File: src/hw/rtl/multi_atlas_shelf_packer_assert.svh
// Assertion macros for the multi-atlas shelf packer.
// Needs clk_i and rst_ni in the scope where the macros are used.
`ifndef MULTI_ATLAS_SHELF_PACKER_ASSERT_SVH
`define MULTI_ATLAS_SHELF_PACKER_ASSERT_SVH
`ifndef NO_ASSERTIONS
// Check a property on every rising clock edge outside reset
`define MSP_ASSERT(lbl, prop, msg) \
  lbl: assert property (@(posedge clk_i) disable iff (!rst_ni) prop) else $error(msg);
// Check that a condition never holds
`define MSP_ASSERT_NEVER(lbl, cond, msg) \
  `MSP_ASSERT(lbl, !(cond), msg)
`else
`define MSP_ASSERT(lbl, prop, msg)
`define MSP_ASSERT_NEVER(lbl, cond, msg)
`endif
`endif

File: src/hw/rtl/msp_pkg.sv
// Shared types, codes and constants of the multi-atlas shelf packer.
// No dependencies; every other module imports it.
package msp_pkg;

  // Field widths fixed by the interface
  localparam int unsigned DIM_W       = 13;
  localparam int unsigned RW_W        = DIM_W + 1;  // size plus padding on both sides
  localparam int unsigned PAD_W       = 4;
  localparam int unsigned IDX_OUT_W   = 3;
  localparam int unsigned CFG_IDX_W   = 2;
  localparam int unsigned QUEUE_DEPTH = 2;

  // Parameter defaults
  localparam int unsigned DEF_MAX_ATLAS_COUNT = 8;
  localparam int unsigned DEF_COORD_WIDTH     = 13;

  // Register indexes
  localparam logic [CFG_IDX_W-1:0] CFG_ATLAS_WIDTH  = 2'd0;
  localparam logic [CFG_IDX_W-1:0] CFG_ATLAS_HEIGHT = 2'd1;
  localparam logic [CFG_IDX_W-1:0] CFG_PADDING      = 2'd2;

  // Register reset values
  localparam logic [DIM_W-1:0] RST_ATLAS_WIDTH  = 13'd1024;
  localparam logic [DIM_W-1:0] RST_ATLAS_HEIGHT = 13'd1024;
  localparam logic [PAD_W-1:0] RST_PADDING      = 4'd1;

  typedef enum logic [0:0] {
    OP_ALLOC = 1'b0,
    OP_CLEAR = 1'b1
  } op_e;

  typedef enum logic [2:0] {
    ST_PLACED    = 3'd0,
    ST_EMPTY     = 3'd1,
    ST_TOO_LARGE = 3'd2,
    ST_NO_SPACE  = 3'd3,
    ST_CLEARED   = 3'd4
  } status_e;

  // Request class decided by the front end
  typedef enum logic [1:0] {
    CMD_CLEAR     = 2'd0,
    CMD_EMPTY     = 2'd1,
    CMD_TOO_LARGE = 2'd2,
    CMD_ALLOC     = 2'd3
  } cmd_e;

  typedef enum logic [1:0] {
    BK_IDLE  = 2'd0,
    BK_SCAN  = 2'd1,
    BK_PLACE = 2'd2
  } back_state_e;

  typedef struct packed {
    op_e              operation;
    logic [DIM_W-1:0] glyph_width;
    logic [DIM_W-1:0] glyph_height;
    logic             has_bitmap;
  } in_item_t;

  typedef struct packed {
    status_e              status;
    logic [IDX_OUT_W-1:0] atlas_index;
    logic [DIM_W-1:0]     pos_x;
    logic [DIM_W-1:0]     pos_y;
  } result_t;

  typedef struct packed {
    logic [DIM_W-1:0] atlas_width;
    logic [DIM_W-1:0] atlas_height;
    logic [PAD_W-1:0] padding;
  } cfg_t;

  // Classified request carried from front to back
  typedef struct packed {
    cmd_e            kind;
    logic [RW_W-1:0] rw;
    logic [RW_W-1:0] rh;
  } cmd_t;

endpackage

File: src/hw/rtl/multi_atlas_shelf_packer.sv
// Top level of the multi-atlas shelf packer: config registers, request queue,
// front end, back end and result queue. Depends on msp_pkg, msp_fifo, msp_front, msp_back.
//
//   channel   direction  handshake                 payload
//   request   in         push / full               item_i (in_item_t)
//   result    out        empty / pop               result_o (result_t)
//   config    in         cfg_valid_i / cfg_ready_o cfg_index_i, cfg_data_i
//
// A request is queued at the edge it is pushed; the back end answers clear, empty and
// too-large requests straight from its idle state. An allocation is taken in the idle
// state; the first-fit scan sequencer then checks each open atlas in turn, opens a new
// atlas or reports no space when none fits, and writes a placement in its place state.
// Reset is asynchronous and active low; it leaves one empty atlas open. A stalled
// result side fills the two-entry result queue and then holds the back end.
module multi_atlas_shelf_packer import msp_pkg::*; #(
  parameter int unsigned MAX_ATLAS_COUNT = DEF_MAX_ATLAS_COUNT,
  parameter int unsigned COORD_WIDTH     = DEF_COORD_WIDTH
) (
  input  logic                 clk_i,
  input  logic                 rst_ni,
  input  logic                 push,
  output logic                 full,
  input  in_item_t             item_i,
  output logic                 empty,
  input  logic                 pop,
  output result_t              result_o,
  input  logic                 cfg_valid_i,
  output logic                 cfg_ready_o,
  input  logic [CFG_IDX_W-1:0] cfg_index_i,
  input  logic [DIM_W-1:0]     cfg_data_i
);

  cfg_t    cfg_q;
  cmd_t    front_cmd, back_cmd;
  logic    cmd_empty, cmd_pop;
  logic    res_full, res_push;
  result_t back_res;

  assign cfg_ready_o = 1'b1;

  // Write configuration registers; other indexes do nothing
  always_ff @(posedge clk_i or negedge rst_ni) begin
    if (!rst_ni) begin
      cfg_q.atlas_width  <= RST_ATLAS_WIDTH;
      cfg_q.atlas_height <= RST_ATLAS_HEIGHT;
      cfg_q.padding      <= RST_PADDING;
    end else if (cfg_valid_i && cfg_ready_o) begin
      unique case (cfg_index_i)
        CFG_ATLAS_WIDTH:  cfg_q.atlas_width  <= cfg_data_i;
        CFG_ATLAS_HEIGHT: cfg_q.atlas_height <= cfg_data_i;
        CFG_PADDING:      cfg_q.padding      <= cfg_data_i[PAD_W-1:0];
        default: ;
      endcase
    end
  end

  // Classify incoming requests
  msp_front u_front (
    .item_i (item_i),
    .cfg_i  (cfg_q),
    .cmd_o  (front_cmd)
  );

  // Queue classified requests toward the back end
  msp_fifo #(
    .DATA_W ($bits(cmd_t)),
    .DEPTH  (QUEUE_DEPTH)
  ) u_cmd_fifo (
    .clk_i   (clk_i),
    .rst_ni  (rst_ni),
    .push_i  (push),
    .data_i  (front_cmd),
    .full_o  (full),
    .pop_i   (cmd_pop),
    .data_o  (back_cmd),
    .empty_o (cmd_empty)
  );

  // Carry out requests against the atlas state
  msp_back #(
    .MAX_ATLAS_COUNT (MAX_ATLAS_COUNT),
    .COORD_WIDTH     (COORD_WIDTH)
  ) u_back (
    .clk_i       (clk_i),
    .rst_ni      (rst_ni),
    .cfg_i       (cfg_q),
    .cmd_valid_i (!cmd_empty),
    .cmd_i       (back_cmd),
    .cmd_pop_o   (cmd_pop),
    .res_full_i  (res_full),
    .res_push_o  (res_push),
    .res_o       (back_res)
  );

  // Buffer results for the consumer
  msp_fifo #(
    .DATA_W ($bits(result_t)),
    .DEPTH  (QUEUE_DEPTH)
  ) u_res_fifo (
    .clk_i   (clk_i),
    .rst_ni  (rst_ni),
    .push_i  (res_push),
    .data_i  (back_res),
    .full_o  (res_full),
    .pop_i   (pop),
    .data_o  (result_o),
    .empty_o (empty)
  );

endmodule

File: src/hw/rtl/msp_fifo.sv
// Small first-in first-out queue of the shelf packer.
// Depends on msp_pkg for its default depth.
module msp_fifo import msp_pkg::*; #(
  parameter int unsigned DATA_W = $bits(result_t),
  parameter int unsigned DEPTH  = QUEUE_DEPTH
) (
  input  logic              clk_i,
  input  logic              rst_ni,
  input  logic              push_i,
  input  logic [DATA_W-1:0] data_i,
  output logic              full_o,
  input  logic              pop_i,
  output logic [DATA_W-1:0] data_o,
  output logic              empty_o
);

  localparam int unsigned PW    = (DEPTH > 1) ? $clog2(DEPTH) : 1;
  localparam int unsigned CNT_W = $clog2(DEPTH + 1);
  localparam logic [PW-1:0]    LAST_PTR = PW'(DEPTH - 1);
  localparam logic [CNT_W-1:0] FULL_CNT = CNT_W'(DEPTH);

  logic [DATA_W-1:0] mem_q [DEPTH];
  logic [PW-1:0]     wptr_q, wptr_d;
  logic [PW-1:0]     rptr_q, rptr_d;
  logic [CNT_W-1:0]  cnt_q, cnt_d;
  logic              do_push, do_pop;

  assign full_o  = (cnt_q == FULL_CNT);
  assign empty_o = (cnt_q == '0);
  assign do_push = push_i && !full_o;
  assign do_pop  = pop_i && !empty_o;
  assign data_o  = mem_q[rptr_q];

  // Advance pointers and count
  always_comb begin
    wptr_d = wptr_q;
    rptr_d = rptr_q;
    cnt_d  = cnt_q;
    if (do_push) begin
      wptr_d = (wptr_q == LAST_PTR) ? '0 : wptr_q + PW'(1);
    end
    if (do_pop) begin
      rptr_d = (rptr_q == LAST_PTR) ? '0 : rptr_q + PW'(1);
    end
    if (do_push && !do_pop) begin
      cnt_d = cnt_q + CNT_W'(1);
    end else if (do_pop && !do_push) begin
      cnt_d = cnt_q - CNT_W'(1);
    end
  end

  always_ff @(posedge clk_i or negedge rst_ni) begin
    if (!rst_ni) begin
      wptr_q <= '0;
      rptr_q <= '0;
      cnt_q  <= '0;
    end else begin
      wptr_q <= wptr_d;
      rptr_q <= rptr_d;
      cnt_q  <= cnt_d;
    end
  end

  // Store entries
  always_ff @(posedge clk_i) begin
    if (do_push) begin
      mem_q[wptr_q] <= data_i;
    end
  end

endmodule

File: src/hw/rtl/msp_front.sv
// Front end of the shelf packer: classifies each request and pads its size.
// Depends on msp_pkg.
module msp_front import msp_pkg::*; (
  input  in_item_t item_i,
  input  cfg_t     cfg_i,
  output cmd_t     cmd_o
);

  logic [RW_W-1:0] pad2;
  logic [RW_W-1:0] rw, rh;
  logic            is_empty, too_large;

  // Pad the rectangle on both sides
  assign pad2 = RW_W'({cfg_i.padding, 1'b0});
  assign rw   = RW_W'(item_i.glyph_width) + pad2;
  assign rh   = RW_W'(item_i.glyph_height) + pad2;

  assign is_empty  = !item_i.has_bitmap || (item_i.glyph_width == '0) ||
                     (item_i.glyph_height == '0);
  assign too_large = (rw > RW_W'(cfg_i.atlas_width)) || (rh > RW_W'(cfg_i.atlas_height));

  // Classify: clear first, then empty glyph, then size check
  always_comb begin
    cmd_o.rw = rw;
    cmd_o.rh = rh;
    if (item_i.operation == OP_CLEAR) begin
      cmd_o.kind = CMD_CLEAR;
    end else if (is_empty) begin
      cmd_o.kind = CMD_EMPTY;
    end else if (too_large) begin
      cmd_o.kind = CMD_TOO_LARGE;
    end else begin
      cmd_o.kind = CMD_ALLOC;
    end
  end

endmodule

File: src/hw/rtl/msp_back.sv
// Back end of the shelf packer: atlas state and the first-fit scan sequencer.
// Depends on msp_pkg and multi_atlas_shelf_packer_assert.svh.
`include "multi_atlas_shelf_packer_assert.svh"
module msp_back import msp_pkg::*; #(
  parameter int unsigned MAX_ATLAS_COUNT = DEF_MAX_ATLAS_COUNT,
  parameter int unsigned COORD_WIDTH     = DEF_COORD_WIDTH
) (
  input  logic    clk_i,
  input  logic    rst_ni,
  input  cfg_t    cfg_i,
  input  logic    cmd_valid_i,
  input  cmd_t    cmd_i,
  output logic    cmd_pop_o,
  input  logic    res_full_i,
  output logic    res_push_o,
  output result_t res_o
);

  localparam int unsigned AW    = (MAX_ATLAS_COUNT > 1) ? $clog2(MAX_ATLAS_COUNT) : 1;
  localparam int unsigned CNT_W = $clog2(MAX_ATLAS_COUNT + 1);
  localparam int unsigned CW    = COORD_WIDTH;
  localparam int unsigned SUM_W = ((CW > RW_W) ? CW : RW_W) + 2;
  localparam int unsigned POS_W = ((CW > PAD_W) ? CW : PAD_W) + 1;
  localparam logic [CNT_W-1:0] MAX_CNT = CNT_W'(MAX_ATLAS_COUNT);

  // Per-atlas state
  logic [CW-1:0]              cursor_q [MAX_ATLAS_COUNT];
  logic [CW-1:0]              base_q   [MAX_ATLAS_COUNT];
  logic [CW-1:0]              height_q [MAX_ATLAS_COUNT];
  logic [MAX_ATLAS_COUNT-1:0] full_q;
  logic [CNT_W-1:0]           open_q;

  // Sequencer state
  back_state_e      state_q, state_d;
  logic [CNT_W-1:0] idx_q, idx_d;
  logic [RW_W-1:0]  rw_q, rw_d, rh_q, rh_d;

  logic clear_all, mark_full, open_new, place_we;

  logic [AW-1:0]    rd_a;
  logic [CW-1:0]    rd_cursor, rd_base, rd_height;
  logic [CW:0]      base_sum;
  logic [SUM_W-1:0] cur_sum, base_rh, next_row;
  logic             fit_cur, fit_new;
  logic [CW-1:0]    row_base_n, cursor_b, height_b, new_cursor, new_height;
  logic [POS_W-1:0] px, py;
  result_t          res;

  // Read the atlas under the scan index
  assign rd_a      = idx_q[AW-1:0];
  assign rd_cursor = cursor_q[rd_a];
  assign rd_base   = base_q[rd_a];
  assign rd_height = height_q[rd_a];

  // Fit tests against the current atlas size
  assign base_sum = (CW+1)'(rd_base) + (CW+1)'(rd_height);
  assign cur_sum  = SUM_W'(rd_cursor) + SUM_W'(rw_q);
  assign base_rh  = SUM_W'(rd_base) + SUM_W'(rh_q);
  assign next_row = SUM_W'(base_sum) + SUM_W'(rh_q);
  assign fit_cur  = (cur_sum <= SUM_W'(cfg_i.atlas_width)) &&
                    (base_rh <= SUM_W'(cfg_i.atlas_height));
  assign fit_new  = (next_row <= SUM_W'(cfg_i.atlas_height)) &&
                    (SUM_W'(rw_q) <= SUM_W'(cfg_i.atlas_width));

  // Placement: start a new row when the current one cannot take it
  assign row_base_n = fit_cur ? rd_base : base_sum[CW-1:0];
  assign cursor_b   = fit_cur ? rd_cursor : '0;
  assign height_b   = fit_cur ? rd_height : '0;
  assign px         = POS_W'(cursor_b) + POS_W'(cfg_i.padding);
  assign py         = POS_W'(row_base_n) + POS_W'(cfg_i.padding);
  assign new_cursor = CW'(SUM_W'(cursor_b) + SUM_W'(rw_q));
  assign new_height = (SUM_W'(rh_q) > SUM_W'(height_b)) ? CW'(rh_q) : height_b;

  assign res_o = res;

  // Next state and outputs
  always_comb begin
    state_d    = state_q;
    idx_d      = idx_q;
    rw_d       = rw_q;
    rh_d       = rh_q;
    cmd_pop_o  = 1'b0;
    res_push_o = 1'b0;
    res        = '0;
    clear_all  = 1'b0;
    mark_full  = 1'b0;
    open_new   = 1'b0;
    place_we   = 1'b0;
    unique case (state_q)
      BK_IDLE: begin
        if (cmd_valid_i && !res_full_i) begin
          cmd_pop_o = 1'b1;
          unique case (cmd_i.kind)
            CMD_CLEAR: begin
              clear_all  = 1'b1;
              res_push_o = 1'b1;
              res.status = ST_CLEARED;
            end
            CMD_EMPTY: begin
              res_push_o = 1'b1;
              res.status = ST_EMPTY;
            end
            CMD_TOO_LARGE: begin
              res_push_o = 1'b1;
              res.status = ST_TOO_LARGE;
            end
            CMD_ALLOC: begin
              rw_d    = cmd_i.rw;
              rh_d    = cmd_i.rh;
              idx_d   = '0;
              state_d = BK_SCAN;
            end
            default: ;
          endcase
        end
      end
      BK_SCAN: begin
        if (idx_q < open_q) begin
          if (full_q[rd_a]) begin
            idx_d = idx_q + CNT_W'(1);
          end else if (fit_cur || fit_new) begin
            state_d = BK_PLACE;
          end else begin
            mark_full = 1'b1;
            idx_d     = idx_q + CNT_W'(1);
          end
        end else if (open_q < MAX_CNT) begin
          // Open the next atlas; the index already points at it
          open_new = 1'b1;
          state_d  = BK_PLACE;
        end else begin
          res_push_o = 1'b1;
          res.status = ST_NO_SPACE;
          state_d    = BK_IDLE;
        end
      end
      BK_PLACE: begin
        place_we        = 1'b1;
        res_push_o      = 1'b1;
        res.status      = ST_PLACED;
        res.atlas_index = IDX_OUT_W'(idx_q);
        res.pos_x       = DIM_W'(px);
        res.pos_y       = DIM_W'(py);
        state_d         = BK_IDLE;
      end
      default: state_d = BK_IDLE;
    endcase
  end

  // Sequencer and atlas state registers
  always_ff @(posedge clk_i or negedge rst_ni) begin
    if (!rst_ni) begin
      state_q <= BK_IDLE;
      idx_q   <= '0;
      open_q  <= CNT_W'(1);
      full_q  <= '0;
      for (int i = 0; i < MAX_ATLAS_COUNT; i++) begin
        cursor_q[i] <= '0;
        base_q[i]   <= '0;
        height_q[i] <= '0;
      end
    end else begin
      state_q <= state_d;
      idx_q   <= idx_d;
      // Empty every atlas, keep the open count
      if (clear_all) begin
        full_q <= '0;
        for (int i = 0; i < MAX_ATLAS_COUNT; i++) begin
          cursor_q[i] <= '0;
          base_q[i]   <= '0;
          height_q[i] <= '0;
        end
      end
      if (mark_full) begin
        full_q[rd_a] <= 1'b1;
      end
      if (open_new) begin
        cursor_q[rd_a] <= '0;
        base_q[rd_a]   <= '0;
        height_q[rd_a] <= '0;
        full_q[rd_a]   <= 1'b0;
        open_q         <= open_q + CNT_W'(1);
      end
      if (place_we) begin
        cursor_q[rd_a] <= new_cursor;
        base_q[rd_a]   <= row_base_n;
        height_q[rd_a] <= new_height;
      end
    end
  end

  // Hold the padded size of the request under work
  always_ff @(posedge clk_i) begin
    rw_q <= rw_d;
    rh_q <= rh_d;
  end

  `MSP_ASSERT(a_open_range, (open_q != '0) && (open_q <= MAX_CNT), "open count out of range")
  `MSP_ASSERT(a_res_room, res_push_o |-> !res_full_i, "result written into full queue")
  `MSP_ASSERT(a_scan_bound, (state_q == BK_SCAN) |-> (idx_q <= open_q), "scan past open atlases")
  `MSP_ASSERT(a_place_bound, (state_q == BK_PLACE) |-> (idx_q < open_q), "placing in closed atlas")
  `MSP_ASSERT(a_clear_empties, clear_all |=> (full_q == '0), "clear left a full mark")
  `MSP_ASSERT_NEVER(a_pop_busy, cmd_pop_o && (state_q != BK_IDLE), "request taken while busy")

endmodule
File: config.mk
export PLATFORM = sky130hd
export DESIGN_NAME = multi_atlas_shelf_packer
export DESIGN_NICKNAME = d
export VERILOG_FILES = /design/src/hw/rtl/msp_pkg.sv /design/src/hw/rtl/multi_atlas_shelf_packer.sv /design/src/hw/rtl/msp_fifo.sv /design/src/hw/rtl/msp_front.sv /design/src/hw/rtl/msp_back.sv
export VERILOG_INCLUDE_DIRS = /design/src /design/src/hw/rtl
export SDC_FILE = /design/constraint.sdc
export NUM_CORES = 1
export LEC_CHECK = 0
export BUFFER_PORTS_ARGS = -buffer_cell sky130_fd_sc_hd__buf_2
export CAP_MARGIN = 20
export CORE_MARGIN = 5
export CORE_UTILIZATION = 40
export DETAILED_ROUTE_END_ITERATION = 12
export PLACE_DENSITY_LB_ADDON = 0.05
export SLEW_MARGIN = 5
export SYNTH_ARGS = -nofsm -noshare
export SYNTH_HDL_FRONTEND = slang
export SYNTH_SLANG_ARGS = --single-unit
File: constraint.sdc
create_clock -name clk_i -period 10.2 [get_ports clk_i]
set_clock_uncertainty 0.05 [all_clocks]
set_input_delay 1.02 -clock clk_i [delete_from_list [all_inputs] [get_ports clk_i]]
set_output_delay 1.02 -clock clk_i [all_outputs]
set_load 0.05 [all_outputs]
# Yosys cells after proc, flatten, opt, wreduce, memory -nomap -nowiden
# Memories as Yosys holds them, arrays and structs flattened.
# Index checks and enable logic that the tools add are counted.
[word_totals]
romBits = 0
out_inout_bits = 35
wordCells = 225
inputBits = 48
latch_bits = 0
reg_bits = 396
ramBits = 124
memories = 2
[mem_list]
columns = ["name", "depth", "width", "rd", "rd_clocked_by_memory_dff", "write_ports", "line", "source"]
rows = [
  ["u_res_fifo.mem_q", 2, 32, 1, 0, 1, "msp_fifo.sv:22", "logic [DATA_W-1:0] mem_q [DEPTH];"],
  ["u_cmd_fifo.mem_q", 2, 30, 1, 0, 1, "msp_fifo.sv:22", ""],
]
[op_classes]
addsub = 19
eq_ne = 15
bitwise = 8
muxes = 86
multipliers = 0
order_cmp = 13
shifts = 0
div = 0
n_reduce_logical = 43
[ops]
columns = ["operator", "count"]
rows = [
  ["104-bit two-way mux", 9],
  ["104-bit AND", 3],
  ["104-bit bitwise mux", 3],
  ["13-bit two-way mux", 11],
  ["13-bit binary-select mux with 3-bit select", 3],
  ["104-bit NOT", 1],
  ["16-bit by 13-bit <= comparator with 1-bit output", 3],
  ["14-bit by 13-bit greater-than comparator with 1-bit output", 3],
  ["13-bit demux with 3-bit select", 1],
  ["13-bit by 14-bit adder with 15-bit output", 2],
  ["29-bit two-way mux", 1],
  ["13-bit by 5-bit adder with 14-bit output", 2],
  ["1-bit two-way mux", 28],
  ["13-bit by 4-bit adder with 13-bit output", 2],
  ["13-bit logical NOT", 2],
  ["2-bit two-way mux", 13],
  ["8-bit two-way mux", 3],
  ["4-bit two-way mux", 5],
  ["14-bit by 14-bit adder with 15-bit output", 1],
  ["13-bit by 13-bit adder with 14-bit output", 1],
  ["14-bit by 13-bit <= comparator with 1-bit output", 1],
  ["13-bit adder", 1],
  ["1-bit logical AND", 13],
  ["2-bit equality test (second input constant)", 6],
  ["other kinds (36)", 66],
]

# Longest topological paths before layout
[logic_depth]
word_depth = 16
mapped_depth = 44

# Cells and area by module
# A second synthesis with hierarchy kept.
[hier_totals]
cells_unflattened = 2354
hier_area_um2 = 27909.3
[by_module_without_submodules]
columns = ["module", "n_inst", "cells_each", "area_each_um2"]
rows = [
  ["msp_back", 1, 1874, 20279.4],
  ["msp_fifo at u_res_fifo", 1, 119, 2658.8],
  ["msp_fifo at u_cmd_fifo", 1, 112, 2481.1],
  ["msp_front", 1, 181, 1317.5],
  ["multi_atlas_shelf_packer", 1, 68, 1172.4],
]

# Least setup slack after synthesis
# No wires, ideal clock.
[synth_path]
path_kind = "flip-flop to flip-flop"
from = "register u_back.idx_q[1]"
to = "register u_back.height_q[0] in the netlist's numbering"
period_less_slack_ns = 7.920
n_path_buf = 8
arrival_time_ns = 7.731
required_time_ns = 10.010
setup_slack_ns = 2.280
path_stages_with_launch = 43
path_cell_list = "dfrtp_1 > buf_2 > buf_2 > nor3b_2 > buf_4 > clkbuf_1 > clkbuf_1 > clkbuf_1 > a22oi_1 > nand4_1 > ha_1 > inv_1 > fa_1 > nor2b_1 > o21ai_1 > a21boi_1 > o21ai_0 > nand2b_1 > [... 7 more ...] > o31ai_1 > and4_1 > nand3_2 > buf_4 > nor2_8 > nand2_1 > ha_1 > nor2b_1 > o21a_1 > o21a_1 > o21a_1 > o21a_1 > o21ai_0 > a21oi_1 > o22ai_1 > clkbuf_1 > mux2i_1 > o21ai_0"
[synth_between]
elab_chain_cells = 12
[synth_lines]
columns = ["item", "line", "source"]
rows = [
  ["from (decl)", "msp_back.sv:35", "logic [CNT_W-1:0] idx_q, idx_d;"],
  ["from (signal assigned)", "msp_back.sv:164", "idx_q <= idx_d;"],
  ["3-bit NOT with 4-bit output (implied by the code)", "--", ""],
  ["13-bit binary-select mux with 3-bit select (on tied branches)", "msp_back.sv:51, msp_back.sv:52", ""],
  ["13-bit two-way mux (on tied branches) (2 in a row)", "msp_back.sv:51, msp_back.sv:52", ""],
  ["13-bit by 14-bit adder with 15-bit output (on tied branches)", "msp_back.sv:57, msp_back.sv:58", ""],
  ["16-bit by 13-bit <= comparator with 1-bit output (on tied branches)", "msp_back.sv:60, msp_back.sv:61", ""],
  ["1-bit logical AND", "msp_back.sv:60", "assign fit_cur = (cur_sum <= SUM_W'(cfg_i.atlas_width)) &&"],
  ["13-bit two-way mux", "msp_back.sv:68", "assign height_b = fit_cur ? rd_height : '0;"],
  ["14-bit by 13-bit greater-than comparator with 1-bit output", "msp_back.sv:72", "assign new_height = (SUM_W'(rh_q) > SUM_W'(height_b)) ? CW'(rh_q) : height_b;"],
  ["13-bit two-way mux", "msp_back.sv:72", ""],
  ["104-bit bitwise mux", "msp_back.sv:187", "height_q[rd_a] <= new_height;"],
  ["104-bit two-way mux *", "msp_back.sv:184", "if (place_we) begin"],
  ["to (signal, indexed assignment)", "msp_back.sv:187", ""],
  ["to (decl)", "msp_back.sv:29", "logic [CW-1:0] height_q [MAX_ATLAS_COUNT];"],
]
# Mark *: on every way between the ends. The rest lies on a longest branch, timed or not. The select of a mux whose other input is x is not followed.
# A chain may end at the register's enable or synchronous reset.

==> metrics <==
CP max FO 19; final period utilization 91.4%; Critical Path AT 9.62 ns; CTS root buffer clkbuf_16; final setup fails 0; Max Clock Freq 107 MHz; crit path kind register to register; clk_lat worst skew 0.64 ns; minimum clock period after layout 9.32 ns; Initial Util 40.3%; vias in the first global route 21400; Routed WL 93700 µm; CP Capture Type register; Reg-to-Reg End u_res_fifo.mem_q[0][8]; Worst Tran Pin Value 1.13 ns; Final TNS setup 0 ns; initial antenna violation count 0; Required @ worst endpoint 10.50 ns; layout cells sized above 1 14.7%; footprint of the multi-input gates 13200 µm²; Layout Nets 2824; die area 74700 µm²; Max-slew headroom 24.8%; register bit total from synthesis 520; DR vias/cell 5.94; critical path's most frequent cell a21oi_1; Diodes inserted 0; Vias 21200; count of boundary I/O pins 83; FF+latch area 13800 µm²; RR Startpoint u_back.idx_q[0]; Post-CTS Setup Inserts 0; slowest stage cell, crit path dfrtp_1; DP HPWL 63500 µm; CP max stage delay 0.82 ns; RSZ-0062 raised after global routing false; maxcap violations 0; largest net degree at the start of global routing 145; CTS Hold Buffers Added 0; final hold violation count 0; die span in y 273 µm; Finished Core Util 45.7%; Post-Synthesis Cell Area 27700 µm²; drt drc 0; CTS tree yes; post-route worst setup slack 0.878 ns; Static Leak 13.6 nW; site row count 96; Synth Flop Type dfrtp_1; Max Slew Vio Count 0; distinct cell type count of the synthesized netlist 92; Reg2Reg Depth 30; Avg Synthesized Cell Area 11.0 µm²; DP Worst Slack 0.931 ns; number of synthesized flops with an enable pin 152; initial DRC count 1914; drt first pass iters 6; # resized after CTS 0; Clk pin slew, worst setup/hold paths 0.06 ns; crit start category register; post-DR wirelength/cell 26.3 µm; Inserted Clock Buffers 57; cell count after synthesis 2519; worst reg2reg setup slack 0.88 ns; asr flop ratio synth 70.8%; Synthesis Warnings 0; global-route wire length before repair 140000 µm; part of the Yosys area used for sequential elements 49.7%; Syn-to-layout area delta 13.2%; # clock sinks 520; ANT nets after route 0; # H-tree levels 2; routability cong. 0.899; outcome finished clean; Port Buffer Count 81; worst min-delay path category input pin to asynchronous set/reset pin; pwr dens 300 nW/µm²; Core Area 68700 µm²; total track usage 24.7%; Mapped Nets 2758; Peak VDD IR 0.144 mV; global route overflow 0; Die X 273 µm; clk buf depth 3; fillers 6417
==> worst max-delay path, delay by kind of cell (launching register included) <==
kind | cells | cell delay (ns)
and+or+nand+nor | 9 | 2.97
AOI/OAI and AO/OA | 11 | 2.62
adders and majority gates | 4 | 1.15
DFF | 1 | 0.82
muxes | 1 | 0.62
buffers and inverters | 4 | 0.58
xor gates and xnor gates | 1 | 0.17
==> through the flow <==
| stage | cells | instance area (µm²) | power, mW | hold WS [ns] |
|---|---|---|---|---|
| 6_report | 3564 | 31400 | 9.41 | 0.324 |
| 5_1_grt | 3564 | 31400 | 9.94 | 0.341 |
| 4_1_cts | 3561 | 31300 | 9.46 | 0.330 |
| 3_5_place_dp | 3454 | 29400 | 7.34 | 0.416 |
| 3_3_place_gp | 3454 | 29400 | 7.28 | 0.410 |
| 2_1_floorplan | 2519 | 27700 | 5.71 | 0.399 |
==> Yosys cell counts (all sizes together) (52+ instances only) <==
cell type,count,area share (%)
nand4,58,1.4
mux2,97,3.9
buf,52,0.88
clkbuf,79,1.1
a22o,159,5.0
o21ai,194,3.5
xnor2,62,2.0
dfrtp,364,33
a22oi,152,4.1
nand2,256,3.5
inv,98,1.3
ha,182,8.2
a21oi,93,1.8
edfxtp,152,16
nor2,66,0.95
==> registers in the layout (all words and copies together), names as in the netlist, 2 cells and up <==
name / flops
u_back.open_q: 4
u_back.state_q: 2
cfg_q: 30
u_back.rh_q: 14
u_back.rw_q: 14
u_back.cursor_q: 104
u_res_fifo.cnt_q: 2
u_back.idx_q: 4
u_res_fifo.mem_q: 64
u_back.base_q: 104
u_cmd_fifo.cnt_q: 2
u_cmd_fifo.mem_q: 60
u_back.height_q: 104
u_back.full_q: 8
==> how the worst max path moves through the flow <==
stage | startpoint | endpoint | cells after the start
finish | u_back.idx_q[0] | u_res_fifo.mem_q[0][8] | 30
global route | u_back.idx_q[0] | u_res_fifo.mem_q[0][8] | 34
CTS | u_back.idx_q[0] | u_res_fifo.mem_q[0][8] | 30
detailed placement | u_back.idx_q[0] | u_res_fifo.mem_q[1][8] | 30
global placement | u_back.idx_q[0] | u_res_fifo.mem_q[0][8] | 30
floorplan | u_back.idx_q[1] | u_back.height_q[0] | 42
==> cells by family (layout without fill, tap and decap cells) <==
family	after synthesis	count (layout)	share of synthesized area, %
XOR/XNOR	94	94	3.13
AND/OR/NAND/NOR	593	593	10.7
flip-flops	520	520	49.7
multiplexers	112	112	4.51
other	1	1	0.0135
buffers and inverters	230	344	3.29
adder cells (fa/ha/maj)	193	193	8.94
AO/OA/AOI/OAI	776	776	19.7
==> routing by layer <==
metal,vias up,share of wire (%),global-route usage [%]
met5,-,0,0
met2,655,47,40.4
met1,10800,45,35.1
met3,111,5.7,3.65
li1,9577,-,-
met4,0,2.0,5.30
==> cell type report <==
type	count	share of cell area (%)
Clock buffer	88	5.47
Clock inverter	19	0.634
Inverter	99	1.18
Multi-Input combinational cell	1769	42.1
Sequential cell	520	43.9
Tap cell	931	3.71
Timing Repair Buffer	138	3.04
==> cell usage in the layout, fill, tap and decap left out, drive strengths merged, types with 66 or more instances in the layout <==
cell,n
mux2,97
ha,182
nand2,256
dfrtp,364
buf,138
nor2,66
a22o,159
a22oi,152
o21ai,194
inv,97
clkbuf,88
edfxtp,152
a21oi,93
==> where the power goes <==
group	switching [mW]	internal, mW	total (mW)
logic	3.04	1.35	4.39
registers	0.275	2.65	2.93
clock network	0.880	1.21	2.09
No activity file was read; power rests on OpenSTA's default activity.
